===== config.mk =====
export PLATFORM = sky130hd
export DESIGN_NAME = ultrasonic_echo_range_filter
export DESIGN_NICKNAME = d
export VERILOG_FILES = /design/src/hw/rtl/uerf_pkg.sv /design/src/hw/rtl/ultrasonic_echo_range_filter.sv /design/src/hw/rtl/uerf_ctrl.sv /design/src/hw/rtl/uerf_dp.sv
export SDC_FILE = /design/constraint.sdc
export NUM_CORES = 1
export LEC_CHECK = 0
export ABC_AREA = 1
export BUFFER_PORTS_ARGS = -buffer_cell sky130_fd_sc_hd__clkbuf_2
export CORE_MARGIN = 1.5
export CORE_UTILIZATION = 60
export CTS_BUF_LIST = sky130_fd_sc_hd__clkbuf_4 sky130_fd_sc_hd__clkbuf_8
export DETAILED_ROUTE_END_ITERATION = 8
export PLACE_DENSITY_LB_ADDON = 0.2
export SLEW_MARGIN = 0
export SYNTH_ARGS = -nofsm -noshare
export SYNTH_HDL_FRONTEND = slang
export SYNTH_SLANG_ARGS = --single-unit

===== constraint.sdc =====
create_clock -name clock -period 22.6 [get_ports clock]
set_input_delay 3.39 -clock clock [delete_from_list [all_inputs] [get_ports clock]]
set_output_delay 3.39 -clock clock [all_outputs]
set_load 0.02 [all_outputs]

===== src/hw/rtl/uerf_pkg.sv =====
`timescale 1ns / 1ps
`default_nettype none
// ----------------------------------------------------------------------------
// uerf_pkg
// Types and constants shared by the echo range filter controller and datapath.
// ----------------------------------------------------------------------------
package uerf_pkg;

   // field widths
   localparam int STAMP_W  = 16;
   localparam int SAMPLE_W = 8;
   localparam int DIST_W   = 9;
   localparam int CSR_IDX_W = 2;

   // register indexes
   localparam logic [CSR_IDX_W-1:0] CSR_MAX_ECHO    = 2'd0;
   localparam logic [CSR_IDX_W-1:0] CSR_FILTER_MODE = 2'd1;

   // register reset values
   localparam logic [STAMP_W-1:0] MAX_ECHO_RESET    = 16'd464;
   localparam logic               FILTER_MODE_RESET = 1'b1;

   // filter modes and result kinds
   localparam logic MODE_MEDIAN  = 1'b0;
   localparam logic MODE_TRIMMED = 1'b1;
   localparam logic KIND_RAW     = 1'b0;
   localparam logic KIND_FILTER  = 1'b1;

   // ticks to cm: floor(w * 343 / 625), saturating at 255
   localparam int QUO_W = 8;
   localparam int REM_W = 18;
   localparam int DIV_W = 10;
   localparam int SCALE_IN_W = 9;
   localparam logic [SCALE_IN_W-1:0] CM_SCALE   = 9'd343;
   localparam logic [DIV_W-1:0]      CM_DIVISOR = 10'd625;
   // exact divide by 625 for products below 2^REM_W: (p * CM_RECIP) >> CM_SHIFT
   localparam int CM_RECIP_W = 19;
   localparam int CM_SHIFT   = 28;
   localparam logic [CM_RECIP_W-1:0] CM_RECIP = 19'd429497;
   // smallest width whose sample would pass 255 cm
   localparam logic [STAMP_W-1:0]    SAT_TICKS  = 16'd467;
   localparam logic [SAMPLE_W-1:0]   SAMPLE_MAX = 8'd255;

   typedef enum logic [2:0] {
      ST_IDLE,
      ST_MUL,
      ST_DIV_CM,
      ST_DONE_RAW,
      ST_WALK,
      ST_TRIM,
      ST_DIV_MEAN,
      ST_DONE_FILT
   } uerf_state_type;

   typedef struct packed {
      logic load_start;
      logic load_width;
      logic calc_product;
      logic div_step;
      logic walk_init;
      logic walk_step;
      logic trim_calc;
      logic load_raw;
      logic load_filt;
   } uerf_cmd_type;

   typedef struct packed {
      logic awaiting_end;
      logic filter_mode;
      logic walk_last;
   } uerf_status_type;

endpackage
`default_nettype wire


===== src/hw/rtl/ultrasonic_echo_range_filter.sv =====
`timescale 1ns / 1ps
`default_nettype none
// ----------------------------------------------------------------------------
// ultrasonic_echo_range_filter
// Echo width to distance conversion with a ring window and a trimmed mean or
// median filter read out by query items.
// ----------------------------------------------------------------------------
//  channel  ports                          direction  moves
//  req      req_valid/ready, op, stamp     in         capture edge or query
//  rsp      rsp_valid/ready, kind, dist    out        raw sample or filtered
//  csr      csr_valid/ready, index, wdata  in         register write
//
//  echo start is a single step; echo end steps through width, multiply,
//  reciprocal multiply and result load; a query walks the window one entry
//  per cycle, and a trimmed mean query adds trim and divide before its load.
//  reset is synchronous; the window clears to zero at once.
//  a waiting result holds only the finishing step; new items are taken
//  while the result register is still full.
// ----------------------------------------------------------------------------
module ultrasonic_echo_range_filter
   import uerf_pkg::*;
#(
   parameter int WINDOW = 10
) (
   input  wire logic                 clock,
   input  wire logic                 reset,
   input  wire logic                 req_valid,
   output logic                      req_ready,
   input  wire logic                 req_op,
   input  wire logic [STAMP_W-1:0]   req_capture_stamp,
   output logic                      rsp_valid,
   input  wire logic                 rsp_ready,
   output logic                      rsp_kind,
   output logic [DIST_W-1:0]         rsp_distance,
   input  wire logic                 csr_valid,
   output logic                      csr_ready,
   input  wire logic [CSR_IDX_W-1:0] csr_index,
   input  wire logic [STAMP_W-1:0]   csr_wdata
);

   uerf_cmd_type    cmd;
   uerf_status_type status;

   // register writes are always taken
   assign csr_ready = 1'b1;

   // sequencer
   uerf_ctrl u_ctrl (
      .clock     (clock),
      .reset     (reset),
      .req_valid (req_valid),
      .req_ready (req_ready),
      .req_op    (req_op),
      .rsp_valid (rsp_valid),
      .rsp_ready (rsp_ready),
      .status    (status),
      .cmd       (cmd)
   );

   // datapath
   uerf_dp #(
      .WINDOW (WINDOW)
   ) u_dp (
      .clock             (clock),
      .reset             (reset),
      .cmd               (cmd),
      .status            (status),
      .req_capture_stamp (req_capture_stamp),
      .csr_valid         (csr_valid),
      .csr_index         (csr_index),
      .csr_wdata         (csr_wdata),
      .rsp_kind          (rsp_kind),
      .rsp_distance      (rsp_distance)
   );

endmodule
`default_nettype wire


===== src/hw/rtl/uerf_ctrl.sv =====
`timescale 1ns / 1ps
`default_nettype none
// ----------------------------------------------------------------------------
// uerf_ctrl
// Sequencer for capture and query items, plus the result valid flag.
// ----------------------------------------------------------------------------
module uerf_ctrl
   import uerf_pkg::*;
(
   input  wire logic            clock,
   input  wire logic            reset,
   input  wire logic            req_valid,
   output logic                 req_ready,
   input  wire logic            req_op,
   output logic                 rsp_valid,
   input  wire logic            rsp_ready,
   input  wire uerf_status_type status,
   output uerf_cmd_type         cmd
);

   uerf_state_type state_ff, state_in;
   logic           rsp_valid_ff, rsp_valid_in;
   logic           rsp_free;

   // state and result flag registers
   always_ff @(posedge clock) begin
      if (reset) begin
         state_ff     <= ST_IDLE;
         rsp_valid_ff <= 1'b0;
      end else begin
         state_ff     <= state_in;
         rsp_valid_ff <= rsp_valid_in;
      end
   end

   assign rsp_free  = !rsp_valid_ff || rsp_ready;
   assign req_ready = (state_ff == ST_IDLE);
   assign rsp_valid = rsp_valid_ff;

   // next state and commands
   always_comb begin
      state_in     = state_ff;
      cmd          = '0;
      rsp_valid_in = rsp_ready ? 1'b0 : rsp_valid_ff;
      case (state_ff)
         ST_IDLE: begin
            if (req_valid) begin
               if (req_op) begin
                  cmd.walk_init = 1'b1;
                  state_in      = ST_WALK;
               end else if (!status.awaiting_end) begin
                  cmd.load_start = 1'b1;
               end else begin
                  cmd.load_width = 1'b1;
                  state_in       = ST_MUL;
               end
            end
         end
         ST_MUL: begin
            cmd.calc_product = 1'b1;
            state_in         = ST_DIV_CM;
         end
         ST_DIV_CM: begin
            cmd.div_step = 1'b1;
            state_in     = ST_DONE_RAW;
         end
         ST_DONE_RAW: begin
            if (rsp_free) begin
               cmd.load_raw = 1'b1;
               rsp_valid_in = 1'b1;
               state_in     = ST_IDLE;
            end
         end
         ST_WALK: begin
            cmd.walk_step = 1'b1;
            if (status.walk_last) begin
               state_in = (status.filter_mode == MODE_TRIMMED) ? ST_TRIM : ST_DONE_FILT;
            end
         end
         ST_TRIM: begin
            cmd.trim_calc = 1'b1;
            state_in      = ST_DIV_MEAN;
         end
         ST_DIV_MEAN: begin
            cmd.div_step = 1'b1;
            state_in     = ST_DONE_FILT;
         end
         ST_DONE_FILT: begin
            if (rsp_free) begin
               cmd.load_filt = 1'b1;
               rsp_valid_in  = 1'b1;
               state_in      = ST_IDLE;
            end
         end
         default: begin
            state_in = ST_IDLE;
         end
      endcase
   end

endmodule
`default_nettype wire


===== src/hw/rtl/uerf_dp.sv =====
`timescale 1ns / 1ps
`default_nettype none
// ----------------------------------------------------------------------------
// uerf_dp
// Datapath: config registers, echo width, reciprocal multiply divides, sample
// ring and the window walk for trimmed mean and median selection.
// ----------------------------------------------------------------------------
module uerf_dp
   import uerf_pkg::*;
#(
   parameter int WINDOW = 10
) (
   input  wire logic                 clock,
   input  wire logic                 reset,
   input  wire uerf_cmd_type         cmd,
   output uerf_status_type           status,
   input  wire logic [STAMP_W-1:0]   req_capture_stamp,
   input  wire logic                 csr_valid,
   input  wire logic [CSR_IDX_W-1:0] csr_index,
   input  wire logic [STAMP_W-1:0]   csr_wdata,
   output logic                      rsp_kind,
   output logic [DIST_W-1:0]         rsp_distance
);

   localparam int IDX_W = $clog2(WINDOW);
   localparam int SUM_W = $clog2(WINDOW * 255 + 1);
   localparam logic [IDX_W-1:0] LAST_IDX   = IDX_W'(WINDOW - 1);
   localparam logic [IDX_W-1:0] MED_LO_IDX = IDX_W'(WINDOW / 2 - 1);
   localparam logic [IDX_W-1:0] MED_HI_IDX = IDX_W'(WINDOW / 2);
   // divide by WINDOW-2 as a rounded-up reciprocal, exact below 2^SUM_W
   localparam int MEAN_SHIFT   = SUM_W + 4;
   localparam int MEAN_RECIP_W = MEAN_SHIFT + 1;
   localparam int MEAN_PROD_W  = SUM_W + MEAN_RECIP_W;
   localparam logic [MEAN_RECIP_W-1:0] MEAN_RECIP =
      MEAN_RECIP_W'(((1 << MEAN_SHIFT) + WINDOW - 3) / (WINDOW - 2));
   localparam int CM_PROD_W = REM_W + CM_RECIP_W;

   logic [STAMP_W-1:0]  max_echo_ff;
   logic                mode_ff;
   logic                awaiting_ff;
   logic [STAMP_W-1:0]  start_ff;
   logic [SAMPLE_W-1:0] win_ff [WINDOW];
   logic [IDX_W-1:0]    slot_ff;

   logic [STAMP_W-1:0]     width_ff, width_in;
   logic [STAMP_W-1:0]     diff;
   logic                   sat_ff;
   logic [REM_W-1:0]       rem_ff;
   logic [QUO_W-1:0]       quo_ff, quo_in;
   logic                   by_window_ff;
   logic [CM_PROD_W-1:0]   cm_prod;
   logic [MEAN_PROD_W-1:0] mean_prod;

   logic [IDX_W-1:0]    idx_ff;
   logic [SUM_W-1:0]    sum_ff;
   logic [SAMPLE_W-1:0] hi_ff, lo_ff, med_lo_ff, med_hi_ff;
   logic [SAMPLE_W-1:0] cur;
   logic [IDX_W-1:0]    rank;
   logic [SAMPLE_W-1:0] cm;

   // control state: config, echo edge tracking, sample ring
   always_ff @(posedge clock) begin
      if (reset) begin
         max_echo_ff <= MAX_ECHO_RESET;
         mode_ff     <= FILTER_MODE_RESET;
         awaiting_ff <= 1'b0;
         start_ff    <= '0;
         slot_ff     <= '0;
         for (int i = 0; i < WINDOW; i++) begin
            win_ff[i] <= '0;
         end
      end else begin
         if (csr_valid) begin
            case (csr_index)
               CSR_MAX_ECHO:    max_echo_ff <= csr_wdata;
               CSR_FILTER_MODE: mode_ff     <= csr_wdata[0];
               default: ;
            endcase
         end
         if (cmd.load_start) begin
            start_ff    <= req_capture_stamp;
            awaiting_ff <= 1'b1;
         end
         if (cmd.load_width) begin
            awaiting_ff <= 1'b0;
         end
         if (cmd.load_raw) begin
            win_ff[slot_ff] <= cm;
            slot_ff         <= (slot_ff == LAST_IDX) ? '0 : slot_ff + 1'b1;
         end
      end
   end

   // echo width, wrapped and clamped
   assign diff     = req_capture_stamp - start_ff;
   assign width_in = (diff > max_echo_ff) ? max_echo_ff : diff;

   // divide by constant: multiply by the cm or mean reciprocal, keep the upper bits
   assign cm_prod   = CM_PROD_W'(rem_ff) * CM_PROD_W'(CM_RECIP);
   assign mean_prod = MEAN_PROD_W'(rem_ff[SUM_W-1:0]) * MEAN_PROD_W'(MEAN_RECIP);
   assign quo_in    = by_window_ff ? mean_prod[MEAN_SHIFT +: QUO_W]
                                   : cm_prod[CM_SHIFT +: QUO_W];

   // current window entry and its stable rank among all entries
   assign cur = win_ff[idx_ff];

   always_comb begin
      rank = '0;
      for (int j = 0; j < WINDOW; j++) begin
         if ((win_ff[j] < cur) || ((win_ff[j] == cur) && (IDX_W'(j) < idx_ff))) begin
            rank = rank + 1'b1;
         end
      end
   end

   // datapath registers
   always_ff @(posedge clock) begin
      if (cmd.load_width) begin
         width_ff <= width_in;
      end
      if (cmd.calc_product) begin
         sat_ff       <= (width_ff >= SAT_TICKS);
         rem_ff       <= (width_ff >= SAT_TICKS) ? '0
                         : REM_W'(width_ff[SCALE_IN_W-1:0]) * REM_W'(CM_SCALE);
         by_window_ff <= 1'b0;
      end else if (cmd.trim_calc) begin
         rem_ff       <= REM_W'(sum_ff - SUM_W'(hi_ff) - SUM_W'(lo_ff));
         by_window_ff <= 1'b1;
      end
      if (cmd.div_step) begin
         quo_ff <= quo_in;
      end
      if (cmd.walk_init) begin
         idx_ff <= '0;
         sum_ff <= '0;
         hi_ff  <= '0;
         lo_ff  <= SAMPLE_MAX;
      end else if (cmd.walk_step) begin
         idx_ff <= idx_ff + 1'b1;
         sum_ff <= sum_ff + SUM_W'(cur);
         if (cur > hi_ff) hi_ff <= cur;
         if (cur < lo_ff) lo_ff <= cur;
         if (rank == MED_LO_IDX) med_lo_ff <= cur;
         if (rank == MED_HI_IDX) med_hi_ff <= cur;
      end
   end

   // raw sample from the divide
   assign cm = sat_ff ? SAMPLE_MAX : quo_ff;

   // result register
   always_ff @(posedge clock) begin
      if (cmd.load_raw) begin
         rsp_kind     <= KIND_RAW;
         rsp_distance <= DIST_W'(cm);
      end else if (cmd.load_filt) begin
         rsp_kind <= KIND_FILTER;
         if (mode_ff == MODE_TRIMMED) begin
            rsp_distance <= {quo_ff, 1'b0};
         end else begin
            rsp_distance <= DIST_W'(med_lo_ff) + DIST_W'(med_hi_ff);
         end
      end
   end

   assign status.awaiting_end = awaiting_ff;
   assign status.filter_mode  = mode_ff;
   assign status.walk_last    = (idx_ff == LAST_IDX);

endmodule
`default_nettype wire

* Word-level counts from Yosys, hierarchy flattened *
Memory sizes are Yosys's and may differ from the RTL's. A register that Yosys moved wholly into a read port is not among the register bits.
Index checks and enable logic that the tools add are counted.
Widths: inputs -> output; s select.

storage, ports and cells
  bits in registers = 144
  memory bits (writable) = 80
  input bits = 40
  output and inout port bits = 13
  logic and storage cells = 183
  memories kept = 1

memory list
  name         words  bits a word  read ports  clocked after memory_dff  wr ports  RTL line       RTL
  u_dp.win_ff  10     8            11          1                         10        uerf_dp.sv:42  logic [SAMPLE_W-1:0] win_ff [WINDOW];

operators by class
  add/subtract/negate cells = 16
  multiply operators = 2
  order comparisons = 24
  eq/ne operators = 26
  mux-type cells = 55
  bitwise gates (word level) = 1
  reduce and logical (&&, ||, !) cells = 37

operator list
  operator                count
  $lt 8x8->1              11
  $eq 8x8->1              10
  $mux 18                 3
  $mux 4                  13
  $add 4x1->4 const B     10
  $mux 8                  5
  $mul 18x19->36 const B  1
  $mux 1                  22
  $pmux 3 s7              1
  $mul 9x9->18 const B    1
  $sub 18x8->18           1
  $ge 16x9->1 const B     1
  $gt 16x16->1            1
  $lt 3x4->1 const A      4
  $mux 16                 1
  $sub 16x16->16          1
  $mux 3                  5
  $sub 12x8->13           1
  $add 12x8->12           1
  $eq 3x3->1 const B      4
  $logic_or 1x1->1        11
  $logic_and 1x1->1       10
  $add 8x8->9             1
  $mux 9                  1
  other kinds (24)        41

* Longest topological paths before layout *
Gate-level depths: netlist (run 1).
An unclocked memory read counts as a cell.

  word-level depth = 25
  gate-level depth with buffers = 47
  mapped depth without buffers = 44

* By module *
A second synthesis (run 1) with hierarchy kept.

second synthesis, totals
  cell total of the unflattened synthesis = 2721
  area total of the unflattened synthesis = 24197.0 µm²

by module, submodules not included
  module                        instances  cells each  area each (µm²)  sequential area each (µm²)
  uerf_dp                       1          2668        23896.7          7397.1
  uerf_ctrl                     1          51          289.0            80.1
  ultrasonic_echo_range_filter  1          2           11.3             0.0

* Least setup slack after synthesis (run 1) *
No wires, ideal clock.

  path kind = register -> register
  start = register with a tool-made name
  end = register u_dp.med_hi_ff[0] (enable)
  setup time = 370 ps
  arrival = 7361 ps
  data required time = 22230 ps
  path slack = 14869 ps
  stages on the path, launching flop included = 45
  buffers on the path = 4
  period minus slack after synthesis = 7731 ps
  cells stage by stage = dfxtp_1 buf_2 buf_2 buf_2 buf_1 a21oi_1 o21ai_0 o21ai_0 o211ai_1 nand2_1 inv_1 ha_1 a21oi_1 nor2_1 a211oi_1 a32oi_1 ha_1 nand3_1 (+9 left out) or2_2 nand2_1 inv_1 ha_1 nand2_1 nand2_1 ha_1 or2_2 and2_1 ha_1 nand2_1 nand2_1 ha_1 a21oi_1 nand2_1 inv_1 nand3_1 nor2_1

RTL lines
  what                  RTL line        RTL
  end signal, assigned  uerf_dp.sv:144  if (rank == MED_HI_IDX) med_hi_ff <= cur;
  end, declared         uerf_dp.sv:56   logic [SAMPLE_W-1:0] hi_ff, lo_ff, med_lo_ff, med_hi_ff;

==> impl_summary.txt, run 1 <==
----------------------------------------------------
[Timing]
  Maximum clock rate ... roughly 110 MHz
  Crit share post-route ... 40.7%
  Setup clock skew after layout ... 0.0321 ns
  Min Clock Period, post-route ... 9.19 ns
  Final setup violation count ... 0
  Count of final hold-check violations ... 0
  RSZ-0062 raised after global routing ... false
  Least-Margin Pin Slew ... 1.28 ns
  Setup TNS Final ... 0 ns
  Max Transition Viols Final ... 0
  Worst max-slew margin expressed relative to the limit ... 13.9%

[Floorplanning]
  DIE HEIGHT ... about 200 µm
  Initial Util ... 60.8%
  Die X-Extent ... ~200 µm
  Number of placed I/O pins ... 53
  Floorplan core area ... just under 40000 µm²
  Num rows ... 73
  Die area ... 41400 µm²

[Critical path]
  Cell family contributing the most delay on the critical path ... simple AND/OR/NAND/NOR gates
  Slowest cell delay on critical path ... 0.75 ns
  CP bufs+invs ... 7
  Depth of the worst register-to-register path ... ~40
  Dominant cell type by count on the critical path ... sky130_fd_sc_hd__nand2_1
  Crit path required time ... 22.82 ns
  Critical Path AT ... 9.41 ns
  Critical Path Stages ... 41
  Critical path start-end classification ... reg2reg
  Critical-path top delay cell ... sky130_fd_sc_hd__inv_1
  Largest fanout on the critical path ... 34
  Worst setup EP type ... flip-flop
  Kind of start point of the critical path ... flip-flop

[Global route]
  Overflow left after global routing ... 0
  Number of antenna violations at the first check in global routing ... 0
  Global-route wire length before repair ... 102000 µm
  Total GRT Usage ... between 30 and 40%
  Number of global-route vias before repair ... 18500
  Pin count of the biggest net entering global routing ... 99

[Placement]
  IO Port Bufs ... 51
  Final weighted congestion of routability-driven global placement ... 0.968
  Total half-perimeter wirelength after legalization and detailed placement ... approximately 54000 µm

[Final layout]
  NumNets Final ... 3309
  Fraction of layout cells with a size suffix above 1 ... 6.68%
  Area growth from synthesis to layout ... 7.59%
  Ant. Diodes ... 0
  Count of filler cells inserted in the layout ... 3323

[Logic synthesis]
  Primary FF master, synth ... sky130_fd_sc_hd__edfxtp_1
  Mean instance size in the synthesized netlist ... 8.98 µm²
  Share of the yosys chip area belonging to registers ... 31.0%
  Fraction of synthesis flops using an asynchronous set or reset pin ... 0%
  Post-synthesis register bit count ... 276
  Post-synthesis instance area ... around 24000 µm²
  Synthesis warning total ... 0
  Post-Synthesis Cells ... 2683
  Number of distinct standard cells referenced by the synthesized netlist ... 60
  Post-synthesis net count ... 3246
  Number of enable-type register cells in the synthesized netlist ... 195

[Clock tree]
  Number of CTS-inserted buffers ... 48
  Clock tree from TritonCTS ... built
  Longest Clk Path Bufs ... 3
  Number of hold-repair buffers added at the cts stage ... 0
  H-tree level count ... 2
  Post-CTS Repair Setup Buffers ... 0
  Resized cells post-CTS ... 0
  Clk Latency, worst-skew pair ... 0.59 ns
  Worst-path clk slew ... approximately 0.06 ns
  Total number of clock tree sinks ... ~280
  Root buffer cell ... sky130_fd_sc_hd__clkbuf_8

[Job]
  Max-capacitance violation count ... 0

[Detailed routing]
  Vias per inst ... 5.80
  Total wire length ... 65800 µm
  Detailed Route Iter0 Violations ... 1848
  Antenna Violating Nets Remaining ... 0
  Final routed wire length divided by cell count ... 19.9 µm
  Total vias in the final route ... 19200
  Router iterations before antenna repair ... 6
  Post-route DRC ... 0

[Worst hold path]
  Hold/Removal Path Class ... reg2reg
  Hold Path Stages ... 2

[Outcome]
  Run status ... finished clean

----------------------------------------------------
## path summary, 6_finish.rpt
kind	start	end	slack, ns
worst max-delay path	flip-flop	u_dp.med_hi_ff[2]$_DFFE_PP_	13.41
worst min register to register	u_dp.start_ff[8]$_SDFFE_PP0P_	u_dp.start_ff[8]$_SDFFE_PP0P_	0.46
worst max register to register	flip-flop	u_dp.med_hi_ff[2]$_DFFE_PP_	13.41
worst min-delay path	u_dp.start_ff[8]$_SDFFE_PP0P_	u_dp.start_ff[8]$_SDFFE_PP0P_	0.46
## area by class of cell
class | instances | area, µm² | share of cell area (%)
clock inverter | 21 | 155 | 0.598
clock buffer | 69 | 868 | 3.35
timing repair buffer | 63 | 345 | 1.33
inverter | 508 | 1910 | 7.36
tap | 525 | 657 | 2.53
multi-input combinational | 1849 | 14500 | 56.0
sequential | 276 | 7480 | 28.9
## registers in the layout, summed over array words and instances (netlist names), named ones only
signal,flops
u_dp.lo_ff,8
u_dp.med_hi_ff,8
u_dp.rsp_distance,9
u_dp.width_ff,16
u_dp.by_window_ff,1
u_dp.med_lo_ff,8
u_dp.hi_ff,8
u_dp.idx_ff,4
u_dp.win_ff,128
u_dp.quo_ff,8
u_dp.max_echo_ff,16
u_ctrl.state_ff,3
u_dp.sat_ff,1
u_dp.rem_ff,18
u_dp.rsp_kind,1
u_dp.slot_ff,4
u_ctrl.rsp_valid,1
u_dp.start_ff,16
u_dp.mode_ff,1
u_dp.awaiting_ff,1
u_dp.sum_ff,12
## kinds of logic (layout without fill, tap and decap cells)
kind of cell	Yosys count	after routing	synth area share [%]
other	1	1	0.0156
buffers and inverters	558	661	8.77
DFF	276	276	31.0
and+or+nand+nor	715	715	12.6
AOI/OAI and AO/OA	534	534	12.6
muxes	31	31	1.29
xor gates and xnor gates	45	45	1.64
adders and majority gates	523	523	32.1
## tightest hold or removal path, cell delays in order, from the launching register on
cell	delay, ns
sky130_fd_sc_hd__dfxtp_1	0.29
sky130_fd_sc_hd__inv_1	0.06
sky130_fd_sc_hd__a21oi_1	0.06
## placed cells by master (no fill, tap or decap), types with 9 or more instances in the layout
cell and n:
sky130_fd_sc_hd__a211oi_1 10, sky130_fd_sc_hd__a21oi_1 213, sky130_fd_sc_hd__a31oi_1 17, sky130_fd_sc_hd__buf_4 12
sky130_fd_sc_hd__clkbuf_2 51, sky130_fd_sc_hd__clkbuf_4 13, sky130_fd_sc_hd__clkbuf_8 56, sky130_fd_sc_hd__clkinv_1 11
sky130_fd_sc_hd__clkinv_2 10, sky130_fd_sc_hd__dfxtp_1 80, sky130_fd_sc_hd__edfxtp_1 195, sky130_fd_sc_hd__fa_1 157
sky130_fd_sc_hd__ha_1 366, sky130_fd_sc_hd__inv_1 499, sky130_fd_sc_hd__mux2i_1 31, sky130_fd_sc_hd__nand2_1 344
sky130_fd_sc_hd__nand3_1 69, sky130_fd_sc_hd__nand4_1 15, sky130_fd_sc_hd__nor2_1 214, sky130_fd_sc_hd__nor3_1 28
sky130_fd_sc_hd__o211ai_1 51, sky130_fd_sc_hd__o21ai_0 172, sky130_fd_sc_hd__o21bai_1 14, sky130_fd_sc_hd__or2_2 9
sky130_fd_sc_hd__xnor2_1 10, sky130_fd_sc_hd__xor2_1 35
## per-stage QoR
step	setup slack (ns)	utilization, %	area [µm²]	hold WS [ns]	instances
finish	13.41	65.4	25900	0.457	3311
global route	12.70	65.4	25900	0.471	3311
CTS	13.52	65.4	25900	0.460	3311
detailed placement	13.49	62.8	24900	0.451	3221
global placement	13.75	62.8	24900	0.443	3221
floorplan	14.87	-	24100	0.433	2683
## routing by layer
layer / track usage (%) / share of wire (%) / vias to the layer above
met4: 6.88 / 1.9 / 0
met3: 4.81 / 8.6 / 101
met1: 48.0 / 46 / 9274
li1: - / - / 9108
met5: 0 / 0 / -
met2: 49.7 / 44 / 727
## cells in the mapped netlist, drive strengths merged (2+ instances only)
cell    number  share of area [%]
nand4       15               0.39
inv        503                7.8
o21ai      180                3.7
a31oi       17               0.44
o21bai      14               0.44
ha         366                 19
o221ai       5               0.18
fa         157                 13
nand2      353                5.7
nor3        28               0.58
a211oi      10               0.31
nand3       79                1.9
o31ai        6               0.19
xnor2       10               0.36
mux2i       31                1.3
xor2        35                1.3
edfxtp     195                 24
or2         10               0.26
a21o         6               0.19
nor4         6               0.16
o211ai      52                1.7
o21a         8               0.25
o32ai        2              0.073
a32oi        2              0.073
buf         11               0.25
clkbuf      39               0.61
a21boi       3              0.093
nand3b       2              0.062
and2         3              0.078
nor2       217                3.5
o22ai        6               0.16
a21oi      213                4.4
clkinv       5              0.078
dfxtp       81                6.7
Power of run 1 is not shown: default switching activity piles up to over one toggle a cycle in this logic, so the estimate is an artifact.
==> run 2, diff against run 1 <==
ABC_AREA = 0   (was 1)
clock period = 8.9 ns   (was 22.6 ns; I/O delays follow)
==> impl_summary.txt, run 2 <==
----------------------------------------------------
[Logic synthesis]
  Synth area leader ... sky130_fd_sc_hd__edfxtp_1
  Dominant cells by area after synthesis ... sky130_fd_sc_hd__edfxtp_1 25%, sky130_fd_sc_hd__ha_1 20%, sky130_fd_sc_hd__fa_1 13%, sky130_fd_sc_hd__dfxtp_1 7.0%, sky130_fd_sc_hd__inv_1 5.4%
  Mean instance size in the synthesized netlist ... 10.6 µm² (+18%)
  Synthesis warning total ... 0 (unchanged)
  Post-synthesis instance area ... 23300 µm² (-3.3%)
  Post-synth top area share ... 25.1% (+0.82 points)
  Post-synthesis net count ... 2770 (-15%)
  Primary FF master, synth ... sky130_fd_sc_hd__edfxtp_1
  Post-synthesis register bit count ... 276 (unchanged)
  Post-synth top cells ... 366 x sky130_fd_sc_hd__ha_1, 338 x sky130_fd_sc_hd__inv_1, 195 x sky130_fd_sc_hd__edfxtp_1
  Number of distinct standard cells referenced by the synthesized netlist ... 77 (+28%)
  Fraction of synthesis flops using an asynchronous set or reset pin ... 0% (unchanged)
  Post-Synthesis Cells ... 2207 (-18%)
  Share of the yosys chip area belonging to registers ... 32.1% (+1.0 points)
  Number of enable-type register cells in the synthesized netlist ... 195 (unchanged)
  Count leader, synth ... sky130_fd_sc_hd__ha_1

[Critical path]
  Depth of the worst register-to-register path ... 44 (+7.3%)
  Worst setup EP type ... flip-flop
  Crit path required time ... 9.24 ns (-13.58 ns)
  Critical Path AT ... 8.73 ns (-0.68 ns)
  Setup slack of the most critical reg-to-reg path ... 0.51 ns (-12.90 ns)
  Largest fanout on the critical path ... 8 (-76%)
  Cell family contributing the most delay on the critical path ... simple AND/OR/NAND/NOR gates
  CP bufs+invs ... 4 (-3)
  Critical-path top delay cell ... sky130_fd_sc_hd__mux4_2
  Slowest cell delay on critical path ... 0.58 ns (-0.17 ns)
  Critical path start-end classification ... reg2reg
  Critical Path Stages ... 44 (+7.3%)
  Critical R2R Capture ... u_dp.med_hi_ff[5]$_DFFE_PP_
  Kind of start point of the critical path ... flip-flop
  Dominant cell type by count on the critical path ... sky130_fd_sc_hd__ha_1

[Clock tree]
  Total number of clock tree sinks ... 276 (unchanged)
  Clk Latency, worst-skew pair ... 0.63 ns (+0.04 ns)
  Clock tree from TritonCTS ... built
  Worst-path clk slew ... 0.06 ns (about the same)
  H-tree level count ... 2 (unchanged)
  Longest Clk Path Bufs ... 3 (unchanged)
  Number of CTS-inserted buffers ... 47 (-2.1%)
  Root buffer cell ... sky130_fd_sc_hd__clkbuf_8

[Floorplanning]
  Die area ... 40000 µm² (-3.2%)
  Initial Util ... 60.6% (-0.18 points)
  Number of placed I/O pins ... 53 (unchanged)
  DIE HEIGHT ... 200 µm (-1.6%)
  Floorplan core area ... 38500 µm² (-3.0%)
  Num rows ... 72 (-1.4%)
  Die X-Extent ... 200 µm (-1.6%)

[Detailed routing]
  Final routed wire length divided by cell count ... 20.3 µm (+1.9%)
  Total vias in the final route ... 16500 (-14%)
  Antenna Violating Nets Remaining ... 0 (unchanged)
  Detailed Route Iter0 Violations ... 1109 (-40%)
  Post-route DRC ... 0 (unchanged)
  Vias per inst ... 5.80 (about the same)
  Total wire length ... 57700 µm (-12%)
  Router iterations before antenna repair ... 5 (-1)

[Worst hold path]
  Hold Path Stages ... 2 (unchanged)
  Hold/Removal Path Class ... reg2reg
  Hold Crit Endpoint ... u_dp.start_ff[5]$_SDFFE_PP0P_
  Worst hold start ... u_dp.start_ff[5]$_SDFFE_PP0P_

[Placement]
  IO Port Bufs ... 51 (unchanged)
  Total half-perimeter wirelength after legalization and detailed placement ... 46200 µm (-14%)
  Final weighted congestion of routability-driven global placement ... 0.943 (-2.6%)

[Timing]
  Max Transition Viols Final ... 0 (unchanged)
  Min Clock Period, post-route ... 8.39 ns (-0.801 ns)
  Setup TNS Final ... 0 ns (unchanged)
  Least-Margin Pin Slew ... 1.26 ns (-0.0259 ns)
  Post-Route Hold Slack ... 0.454 ns (-0.00242 ns)
  Final setup violation count ... 0 (unchanged)
  Worst max-slew margin expressed relative to the limit ... 15.7% (+1.8 points)
  Crit share post-route ... 94.3% (+54 points)
  Count of final hold-check violations ... 0 (unchanged)
  Setup clock skew after layout ... 0.0394 ns (+0.00731 ns)
  Maximum clock rate ... 119 MHz (+9.5%)

[Final layout]
  NumNets Final ... 2856 (-14%)
  Most frequent cells in the layout ... 364 x sky130_fd_sc_hd__ha_1, 337 x sky130_fd_sc_hd__inv_1, 195 x sky130_fd_sc_hd__edfxtp_1
  Registers with the most flip-flops ... u_dp.win_ff x128, u_dp.rem_ff x18
  Register name with the most flops ... u_dp.win_ff
  Area growth from synthesis to layout ... 9.14%
  Fraction of layout cells with a size suffix above 1 ... 11.8% (+5.1 points)
  Ant. Diodes ... 0 (unchanged)
  Count of filler cells inserted in the layout ... 3035 (-8.7%)
  Number of flip-flops in the largest register ... 128 (unchanged)
  Commonest non-fill, non-tap cell in the layout ... sky130_fd_sc_hd__ha_1

[Global route]
  Global-route wire length before repair ... 92200 µm (-9.3%)
  Number of antenna violations at the first check in global routing ... 0 (unchanged)
  Total GRT Usage ... 29.9% (-2.3 points)
  Overflow left after global routing ... 0 (unchanged)
  Pin count of the biggest net entering global routing ... 55 (-44%)
  Number of global-route vias before repair ... 17100 (-7.7%)

[Job]
  Max-capacitance violation count ... 0 (unchanged)

[Outcome]
  Run status ... finished clean

----------------------------------------------------
==> run 2: changes by cell type in the layout (fill, tap and decap cells not counted), moves of 35 or more <==
cell                       delta
sky130_fd_sc_hd__xnor2_1     +47
sky130_fd_sc_hd__o21ai_0    -106
sky130_fd_sc_hd__nor2_1      -42
sky130_fd_sc_hd__nand2_1    -193
sky130_fd_sc_hd__inv_1      -162
sky130_fd_sc_hd__o211ai_1    -35
sky130_fd_sc_hd__nand3_1     -41
sky130_fd_sc_hd__mux4_2      +40
sky130_fd_sc_hd__a21oi_1     -94
==> run 2: repair_timing <==
| item | 4_1_cts | 5_1_grt |
|---|---|---|
| setup buffers | 0 | 3 |
| gates resized for setup | 3 | 20 |
| hold buffers | 0 | 0 |
| setup endpoints to repair | 16 | 16 |
| pin swaps | 0 | 6 |
==> run 2: layout make-up <==
type                            count  area (µm²)  share of cell area [%]
Tap cell                          518         648                    2.55
Clock buffer                       69         843                    3.31
Clock inverter                     18         180                   0.708
Sequential cell                   276        7480                    29.4
Multi-Input combinational cell   1539       14400                    56.7
Timing Repair Buffer               89         573                    2.25
Inverter                          340        1280                    5.05
==> run 2: worst register-to-register path, delay by kind of cell, from the launching register on <==
| kind | cells | cell delay (ns) |
|---|---|---|
| compound gates | 12 | 1.68 |
| fa+ha+maj | 9 | 2.21 |
| buf+inv | 4 | 0.46 |
| flops | 1 | 0.47 |
| mux | 2 | 1.10 |
| simple gates | 17 | 2.20 |
==> run 2: logic make-up (layout without fill, tap and decap cells) <==
logic type | count (synthesis) | in the layout | synth area share [%]
xor gates and xnor gates | 86 | 86 | 3.55
buffers and inverters | 392 | 516 | 6.39
and+or+nand+nor | 515 | 515 | 10.2
adders and majority gates | 523 | 523 | 33.1
AOI/OAI and AO/OA | 345 | 345 | 9.44
other | 1 | 1 | 0.0161
DFF | 276 | 276 | 32.1
muxes | 69 | 69 | 5.20
==> run 2: worst max path at each step <==
stage / start / end / slack [ns]
floorplan: flip-flop / u_dp.med_hi_ff[0]$_DFFE_PP_ / 0.009
global placement: flip-flop / u_dp.med_hi_ff[6]$_DFFE_PP_ / 0.14
detailed placement: flip-flop / u_dp.med_hi_ff[1]$_DFFE_PP_ / -0.02
CTS: flip-flop / u_dp.med_hi_ff[5]$_DFFE_PP_ / 0.08
global route: flip-flop / u_dp.med_hi_ff[3]$_DFFE_PP_ / -0.02
finish: flip-flop / u_dp.med_hi_ff[5]$_DFFE_PP_ / 0.51
==> run 2: metrics by stage <==
| stage | setup WS [ns] | area, µm² | util, % | instances |
|---|---|---|---|---|
| 5_1_grt | -0.0224 | 25400 | 66.1 | 2849 |
| 2_1_floorplan | 0.00948 | 23300 | - | 2207 |
| 3_3_place_gp | 0.141 | 24300 | 63.2 | 2759 |
| 3_5_place_dp | -0.0202 | 24300 | 63.2 | 2759 |
| 4_1_cts | 0.0757 | 25300 | 65.9 | 2846 |
| 6_report | 0.511 | 25400 | 66.1 | 2849 |
==> run 2: routing by layer <==
metal	vias up	wire, µm	track usage [%]
met5	-	0	0
met4	0	1290	7.60
met3	102	5170	7.34
met2	583	25900	46.9
met1	8053	25400	41.7
li1	7782	-	-
Power of run 2 is left out for the same reason.
